### src/rtl/core/sib_pkg.sv
// sib_pkg: shared constants, codes and beat types for the sorted insert buffer
// used by sib_cell and sorted_insert_buffer_unit; depends on nothing
`timescale 1ns / 1ps

package sib_pkg;

   localparam int DEPTH     = 16;
   localparam int KEY_WIDTH = 8;

   // fixed field widths of the beats
   localparam int OPCODE_W  = 1;
   localparam int POS_W     = 4;
   localparam int STATUS_W  = 2;
   localparam int RANK_W    = 4;
   localparam int CNT_FLD_W = 5;
   localparam int RKEY_W    = 8;

   // internal count register holds 0..DEPTH
   localparam int COUNT_W   = $clog2(DEPTH + 1);

   localparam logic [OPCODE_W-1:0] OP_INSERT = 1'b0;
   localparam logic [OPCODE_W-1:0] OP_READ   = 1'b1;

   localparam logic [STATUS_W-1:0] ST_OK    = 2'd0;
   localparam logic [STATUS_W-1:0] ST_FULL  = 2'd1;
   localparam logic [STATUS_W-1:0] ST_RANGE = 2'd2;

   typedef logic [KEY_WIDTH-1:0] key_type;

   typedef struct packed {
      logic [OPCODE_W-1:0] opcode;
      logic [7:0]          key;
      logic [POS_W-1:0]    position;
   } req_type;

   typedef struct packed {
      logic [STATUS_W-1:0]  status;
      logic [RANK_W-1:0]    rank;
      logic [CNT_FLD_W-1:0] count;
      logic [RKEY_W-1:0]    read_key;
   } rsp_type;

   // broadcast to every cell
   typedef struct packed {
      logic    load;
      key_type new_key;
   } sib_bcast_type;

   // handed from a cell to its right neighbor
   typedef struct packed {
      logic    gt;
      key_type key;
   } sib_link_type;

endpackage

### src/rtl/core/sib_cell.sv
// sib_cell: one slot of the sorted chain, holds a key and shifts right on insert
// depends on sib_pkg
`timescale 1ns / 1ps

module sib_cell (
   input  logic                  clock,
   input  sib_pkg::sib_bcast_type bcast,
   input  logic                  occupied,
   input  sib_pkg::sib_link_type left,
   output sib_pkg::sib_link_type right,
   output logic                  ins_here
);
   import sib_pkg::*;

   key_type key_ff;
   key_type key_in;
   logic    gt;

   // new key goes past this slot only if strictly larger
   assign gt       = occupied && (bcast.new_key > key_ff);
   assign ins_here = left.gt && !gt;

   always_comb begin
      key_in = key_ff;
      if (bcast.load && !gt) begin
         key_in = left.gt ? bcast.new_key : left.key;
      end
   end

   always_ff @(posedge clock) begin
      key_ff <= key_in;
   end

   assign right.gt  = gt;
   assign right.key = key_ff;

endmodule

### src/rtl/core/sorted_insert_buffer_unit.sv
// sorted_insert_buffer_unit: top level, a chain of sib_cell slots plus count
// and output register; depends on sib_pkg and sib_cell
`timescale 1ns / 1ps

// Usage
// Keeps up to DEPTH keys in ascending order in a row of cells. Each request
// beat on req_* is either an insert (key placed ahead of equal keys) or a
// read of the key at a sorted position. Every request yields exactly one
// response beat on rsp_* with status, rank, count and read_key.
// An insert compares the key against all cells at once; in the same cycle
// the insertion slot takes the key and each slot past it loads from its
// left neighbor, so one request is taken per cycle while req_stall is low.
// Responses register on accept; a read selects a cell via a position mux.
// When the receiver raises rsp_stall the response holds and req_stall is
// raised only while that held response is still waiting, so the block
// keeps taking requests whenever the output register is free or drains.
// Reset clears the key count and the response valid; the key slots are
// not cleared, since only slots below the count are ever looked at.

module sorted_insert_buffer_unit (
   input  logic             clock,
   input  logic             reset,
   input  logic             req_valid,
   output logic             req_stall,
   input  sib_pkg::req_type req_payload,
   output logic             rsp_valid,
   input  logic             rsp_stall,
   output sib_pkg::rsp_type rsp_payload
);
   import sib_pkg::*;

   logic [COUNT_W-1:0] count_ff;
   logic [COUNT_W-1:0] count_in;
   logic               rsp_valid_ff;
   logic               rsp_valid_in;
   rsp_type            rsp_ff;
   rsp_type            rsp_in;

   sib_bcast_type      bcast;
   sib_link_type       link [DEPTH+1];
   logic [DEPTH-1:0]   ins_here;
   logic [DEPTH-1:0]   occupied;

   logic               accept;
   logic               is_insert;
   logic               full;
   logic [RANK_W-1:0]  rank_enc;
   key_type            read_sel;

   assign req_stall = rsp_valid_ff && rsp_stall;
   assign accept    = req_valid && !req_stall;
   assign is_insert = (req_payload.opcode == OP_INSERT);
   assign full      = (count_ff >= COUNT_W'(DEPTH));

   assign bcast.load    = accept && is_insert && !full;
   assign bcast.new_key = KEY_WIDTH'(req_payload.key);

   // slot zero always sees a smaller neighbor
   assign link[0].gt  = 1'b1;
   assign link[0].key = '0;

   for (genvar i = 0; i < DEPTH; i++) begin : g_cell
      assign occupied[i] = (int'(count_ff) > i);
      sib_cell u_cell (
         .clock    (clock),
         .bcast    (bcast),
         .occupied (occupied[i]),
         .left     (link[i]),
         .right    (link[i+1]),
         .ins_here (ins_here[i])
      );
   end

   // exactly one slot takes the key when not full
   always_comb begin
      rank_enc = '0;
      for (int i = 0; i < DEPTH; i++) begin
         if (ins_here[i]) begin
            rank_enc = rank_enc | RANK_W'(i);
         end
      end
   end

   always_comb begin
      read_sel = '0;
      for (int i = 0; i < DEPTH; i++) begin
         if (int'(req_payload.position) == i) begin
            read_sel = link[i+1].key;
         end
      end
   end

   always_comb begin
      count_in = count_ff;
      if (bcast.load) begin
         count_in = count_ff + COUNT_W'(1);
      end
   end

   always_comb begin
      rsp_in          = rsp_ff;
      rsp_in.status   = ST_OK;
      rsp_in.rank     = '0;
      rsp_in.count    = CNT_FLD_W'(count_ff);
      rsp_in.read_key = '0;
      if (is_insert) begin
         if (full) begin
            rsp_in.status = ST_FULL;
         end else begin
            rsp_in.rank  = rank_enc;
            rsp_in.count = CNT_FLD_W'(count_in);
         end
      end else if (COUNT_W'(req_payload.position) >= count_ff) begin
         rsp_in.status = ST_RANGE;
      end else begin
         rsp_in.read_key = RKEY_W'(read_sel);
      end
   end

   always_comb begin
      rsp_valid_in = rsp_valid_ff && rsp_stall;
      if (accept) begin
         rsp_valid_in = 1'b1;
      end
   end

   always_ff @(posedge clock) begin
      if (reset) begin
         count_ff     <= '0;
         rsp_valid_ff <= 1'b0;
      end else begin
         count_ff     <= count_in;
         rsp_valid_ff <= rsp_valid_in;
      end
   end

   always_ff @(posedge clock) begin
      if (accept) begin
         rsp_ff <= rsp_in;
      end
   end

   assign rsp_valid   = rsp_valid_ff;
   assign rsp_payload = rsp_ff;

endmodule
### config.mk
export PLATFORM = sky130hd
export DESIGN_NAME = sorted_insert_buffer_unit
export DESIGN_NICKNAME = d
export VERILOG_FILES = /design/src/rtl/core/sib_pkg.sv /design/src/rtl/core/sib_cell.sv /design/src/rtl/core/sorted_insert_buffer_unit.sv
export SDC_FILE = /design/constraint.sdc
export NUM_CORES = 1
export LEC_CHECK = 0
export ABC_AREA = 1
export BUFFER_PORTS_ARGS = -buffer_cell sky130_fd_sc_hd__buf_2
export CAP_MARGIN = 20
export CORE_MARGIN = 3
export CORE_UTILIZATION = 40
export DETAILED_ROUTE_END_ITERATION = 16
export SYNTH_ARGS = -nofsm -noshare
export SYNTH_HDL_FRONTEND = slang
export SYNTH_HIERARCHICAL = 1
export SYNTH_SLANG_ARGS = --single-unit
### constraint.sdc
create_clock -name clock -period 3.6 [get_ports clock]
set_clock_uncertainty 0.2 [all_clocks]
set_input_delay 0.18 -clock clock [delete_from_list [all_inputs] [get_ports clock]]
set_output_delay 0.18 -clock clock [all_outputs]
set_load 0.005 [all_outputs]
==> results.json, run 1 <==
{
  "status": "finished clean",
  "cts_hold_buf": 4,
  "cp_max_fo": 10,
  "cp-end-kind": "flip-flop",
  "clk_latency_ns": 0.43,
  "hold_end": "g_cell[2].u_cell/key_ff[5]",
  "cp-start-kind": "flip-flop",
  "wire_per_inst_um": 16.7,
  "power.share.sequential_pct": 45.3,
  "grt_pass1_wl_um": 53700,
  "slew_headroom_pct": 44.8,
  "hp-class": "in2reg",
  "power.density_mw_per_mm2": 352,
  "vias": 10400,
  "critPathRequiredTime_ns": 3.66,
  "dieHeight_um": 179,
  "first_global_vias": 9881,
  "hold_depth": 3,
  "antenna_found_initial": 1,
  "via_per_inst": 4.97,
  "firstDrtPassIters": 5,
  "cpMaxStageDelayCell": "a21boi_1",
  "fp.coreArea_sq_mm": 0.0290,
  "cts_root_buf": "clkbuf_16",
  "synth_area_sq_mm": 0.0119,
  "n_antenna_cell": 0,
  "crit_path_max_incr_delay_ns": 0.52,
  "regToRegSetupSlack_ns": 0.34,
  "tightest_slew_ns": 0.828,
  "r2r_cells": 12,
  "post-route-util_pct": 46.1,
  "drv_slew": 0,
  "avgSynthCellArea_sq_um": 7.35,
  "power.ir.vdd_worst_mv": 0.257,
  "design.die.area_sq_mm": 0.0319,
  "htreeDepth": 4,
  "arrival_ns": 3.33,
  "drcViolationCount": 0,
  "fmaxAchievable_ghz": 0.306,
  "hp-start": "req_payload[9]",
  "syn_to_final_growth_pct": 12.4,
  "ios": 38,
  "cts_tree": "done",
  "drv_cap": 0,
  "drt-total-wl_um": 34800,
  "intPower_mw": 3.31,
  "p_sw_mw": 1.41,
  "rsz0062_at_grt": "no",
  "postCtsSetupBuffers": 0,
  "place_congestion": 0.897,
  "ant_nets": 0,
  "sw_frac_of_total_pct": 29.9,
  "num_rows": 62,
  "r2r-start": "count_ff[1]",
  "report.final.hold_viol_count": 0,
  "synth_cells": 1621,
  "clkPwrFrac_pct": 38.1,
  "port_buffers": 37,
  "finalCritPeriodShare_pct": 90.6,
  "globalRouteOverflowTotal": 0,
  "cp_cell_sequence": "inv_1 -> ha_1 -> or2_2 -> o21ai_0 -> a21boi_2 -> a21boi_1 -> inv_2 -> a21oi_1 -> nor2_1 -> inv_1 -> nor3_1 -> a21oi_1",
  "p_leak_nw": 6.94,
  "hpwl_um": 27100,
  "yosys_warnings": 6,
  "cts_buffer_depth": 2,
  "drive_gt1_share_pct": 10.0,
  "clkTransAtPathRegs_ns": 0.06,
  "globalRouteTotalUtil_pct": 22.3,
  "tns_ns": 0,
  "final-setup-viol-count": 0,
  "fp.dieW_um": 179,
  "initial_core_util_pct": 41.0,
  "finish.net_count": 1848,
  "rr_endpoint": "rsp_payload[15]",
  "final.fill_count": 2952,
  "drt_iter0_markers": 883,
  "critPathKind": "reg2reg",
  "combPwrFrac_pct": 16.5,
  "period_needed_ns": 3.26,
  "cts_made_buffers": 17,
  "cts_resized": 0,
  "grt_max_degree": 33,
  "clock-sinks": 153
}
-- power by group through the flow --
stage                     clock network (mW)  registers, mW  logic (mW)
after global placement                     0           2.18       0.750
after detailed placement                   0           2.18       0.769
after CTS                               1.82           2.14       0.778
final                                   1.80           2.14       0.780
after floorplan                            0           2.14       0.488
after global routing                    1.90           2.14       0.897
-- worst max path at each step --
stage | from | endpoint | slack, ns | cells after the start
2_1_floorplan | rsp_valid | g_cell[15].u_cell/key_ff[0] | 0.54 | 7
3_3_place_gp | req_payload[4] | rsp_payload[16] | 0.37 | 11
3_5_place_dp | req_payload[4] | rsp_payload[15] | 0.27 | 11
4_1_cts | count_ff[1] | rsp_payload[15] | 0.36 | 12
5_1_grt | count_ff[1] | rsp_payload[15] | 0.04 | 12
6_report | count_ff[1] | rsp_payload[15] | 0.34 | 12
-- layer usage --
| layer | routed length, um | vias up | global-route usage [%] |
|---|---|---|---|
| met4 | 1090 | 0 | 8.05 |
| met2 | 16600 | 284 | 38.3 |
| met1 | 15400 | 4790 | 29.0 |
| li1 | - | 5260 | - |
| met5 | 0 | - | 0 |
| met3 | 1670 | 55 | 2.60 |
-- placed cells by master, fill, tap and decap left out, drive strengths merged, types with 3 or more instances in the layout --
cell / count
nand2: 659
inv: 293
edfxtp: 147
ha: 136
nor2: 133
a21oi: 80
buf: 76
a21boi: 31
o21ai: 27
nand4: 22
nand3: 20
a21o: 17
clkbuf: 17
conb: 9
or2: 7
dfxtp: 6
nor4: 5
clkinv: 5
dlygate4sd3: 4
xor2: 3
-- sequential cells by signal (all words and copies together), names as in the netlist --
signal	flops
g_cell.u_cell/key_ff	128
rsp_payload	19
count_ff	5
rsp_valid	1
-- critical path, delay by kind of cell (launching register included) --
family	cells	cell delay (ns)
AO/OA/AOI/OAI	5	1.46
AND/OR/NAND/NOR	3	0.45
flip-flops	1	0.41
buffers and inverters	3	0.38
adder cells (fa/ha/maj)	1	0.21
-- layout make-up --
type / count / area (sq um) / share of cell area (%)
Tap cell: 384 / 480 / 3.59
Timing Repair Buffer: 80 / 581 / 4.34
Multi-Input combinational cell: 1157 / 6130 / 45.8
Sequential cell: 153 / 4530 / 33.9
Clock buffer: 17 / 425 / 3.18
Inverter: 286 / 1070 / 8.02
Clock inverter: 15 / 158 / 1.18
-- through the flow --
step | power (mW) | setup slack [ns] | hold slack (ns) | instances | instance area, sq um
finish | 4.71 | 0.337 | 0.109 | 2092 | 13400
global route | 4.94 | 0.0375 | 0.129 | 2092 | 13400
CTS | 4.74 | 0.360 | 0.108 | 2092 | 13400
detailed placement | 2.94 | 0.270 | 0.261 | 2056 | 12800
global placement | 2.93 | 0.372 | 0.251 | 2056 | 12800
floorplan | 2.62 | 0.536 | 0.0491 | 1628 | 11900
(Power assumes the default switching activity.)
==> run 2, diff against run 1 <==
- ABC_CLOCK_PERIOD_IN_PS: default -> 3600
- CTS_BUF_LIST: default -> sky130_fd_sc_hd__clkbuf_4 sky130_fd_sc_hd__clkbuf_8
==> run 2 against run 1 <==
Against the previous run:
- clock-buffer cell count unchanged
- non-clock buffer count is the same
- fmax shrank 1.4%
- sequential share of layout area is 0.49 points higher
- first-iteration DRC count is 4.8% lower
- clock power is 26% lower
- die area unchanged
- hold slack worse by 0.030 ns
- setup slack worse by 0.045 ns
- critical path type unchanged
- largest power group unchanged
==> results.json, run 2 (same netlist as run 1, synthesis figures left out) <==
{
  "preCtsSetupSlack_ns": 0.270,
  "mostFrequentLayoutCells": "nand2_1 (657), inv_1 (270), edfxtp_1 (147), ha_1 (136), nor2_1 (111)",
  "report.final.hold_viol_count": 0,
  "cp.depth": 12,
  "ios": 38,
  "drcViolationCount": 0,
  "period_needed_ns": 3.31,
  "clk_latency_ns": 0.47,
  "cpMaxStageDelayCell": "a21boi_1",
  "antenna_found_initial": 1,
  "tightest_slew_ns": 0.819,
  "critPathKind": "reg2reg",
  "critPathTopFamily": "compound AO/OA/AOI/OAI gates",
  "via_per_inst": 4.95,
  "place_congestion": 0.897,
  "drt_iter0_markers": 841,
  "finish.net_count": 1848,
  "power.density_mw_per_mm2": 322,
  "hpwl_um": 27100,
  "fmaxAchievable_ghz": 0.302,
  "cts_made_buffers": 17,
  "largest_reg_flops": 128,
  "n_antenna_cell": 0,
  "globalRouteOverflowTotal": 0,
  "fp.coreArea_sq_mm": 0.0290,
  "power.ir.vdd_worst_mv": 0.233,
  "final_cells": 2092,
  "ant_nets": 0,
  "grt_pass1_wl_um": 53700,
  "cp-end-kind": "flip-flop",
  "htreeDepth": 4,
  "dpl-instance-area_sq_mm": 0.0128,
  "drv_slew": 0,
  "fp.dieW_um": 179,
  "hold_depth": 3,
  "cp_cell_sequence": "inv_1 -> ha_1 -> or2_2 -> o21ai_0 -> a21boi_2 -> a21boi_1 -> inv_2 -> a21oi_1 -> nor2_1 -> inv_1 -> nor3_1 -> a21oi_1",
  "firstDrtPassIters": 5,
  "dieHeight_um": 179,
  "cts_tree": "done",
  "slew_headroom_pct": 45.4,
  "hold_slack_ns": 0.0786,
  "clkTransAtPathRegs_ns": 0.09,
  "final-setup-viol-count": 0,
  "status": "finished clean",
  "arrival_ns": 3.41,
  "clock-sinks": 153,
  "cp-start-kind": "flip-flop",
  "critPathRequiredTime_ns": 3.70,
  "rsz0062_at_grt": "no",
  "first_global_vias": 9870,
  "wire_per_inst_um": 16.6,
  "final_common_cell": "nand2_1",
  "drv_cap": 0,
  "finalCritPeriodShare_pct": 91.9,
  "fin_ws_ns": 0.292,
  "cts_buffer_depth": 2,
  "post-route-util_pct": 45.5,
  "hp-class": "in2reg",
  "drt-total-wl_um": 34700,
  "largest_register": "g_cell.u_cell/key_ff",
  "grt_max_degree": 33,
  "design.die.area_sq_mm": 0.0319,
  "postCtsSetupBuffers": 0,
  "tns_ns": 0,
  "r2r_cells": 12,
  "path_buf_inv": 3,
  "drive_gt1_share_pct": 10.0,
  "cp_max_fo": 10,
  "vias": 10400,
  "syn_to_final_growth_pct": 10.8,
  "total_power_mw": 4.24,
  "globalRouteTotalUtil_pct": 22.3,
  "p_leak_nw": 6.85,
  "initial_core_util_pct": 41.0,
  "crit_path_max_incr_delay_ns": 0.53,
  "cts_root_buf": "clkbuf_8",
  "num_rows": 62,
  "port_buffers": 37,
  "stdcell_area_sq_mm": 0.0132,
  "dp_cells": 2056
}
## run 2: cell counts in the layout (fill, tap and decap cells not counted)
Identical to the previous run, type by type.
## run 2: path summary, 6_finish.rpt
path,from,to,slack [ns]
worst min-delay path,req_payload[9],g_cell[5].u_cell/key_ff[5],0.08
worst max-delay path,count_ff[1],rsp_payload[15],0.29
worst max register to register,count_ff[1],rsp_payload[15],0.29
worst min register to register,g_cell[10].u_cell/key_ff[7],g_cell[11].u_cell/key_ff[7],0.39
## run 2: area by class of cell
type	instances	area [sq um]
clock inverter	15	158
inverter	286	1070
timing repair buffer	80	581
multi-input combinational	1157	6130
tap	384	480
fill	2975	15800
clock buffer	17	234
sequential	153	4530
## run 2: repair_timing
action,in CTS,in global routing
hold buffers,4,0
endpoints found under the setup margin,0,0
gates resized for setup,0,0
hold endpoints to repair,8,0
## run 2: report_power, final
group | leakage (nW) | switching [mW] | internal (mW) | total, mW
Combinational | 5.22 | 0.507 | 0.272 | 0.779
Clock | 0.192 | 0.760 | 0.571 | 1.33
Sequential | 1.43 | 0.0783 | 2.06 | 2.13
## run 2: layer usage
layer	share of wire (%)	wire length (um)	vias to the layer above	GRT usage (%)
met5	0	0	-	0
met4	3.0	1040	0	7.89
met3	4.9	1720	56	2.60
met2	48	16500	278	38.2
met1	44	15400	4769	29.1
li1	-	-	5248	-
## run 2: worst reg2reg max path: stages, from the launching register on
cell and delay, ns:
dfxtp_1 0.41, inv_1 0.12, ha_1 0.21, or2_2 0.33, o21ai_0 0.33, a21boi_2 0.26, a21boi_1 0.53, inv_2 0.18
a21oi_1 0.20, nor2_1 0.07, inv_1 0.07, nor3_1 0.05, a21oi_1 0.18
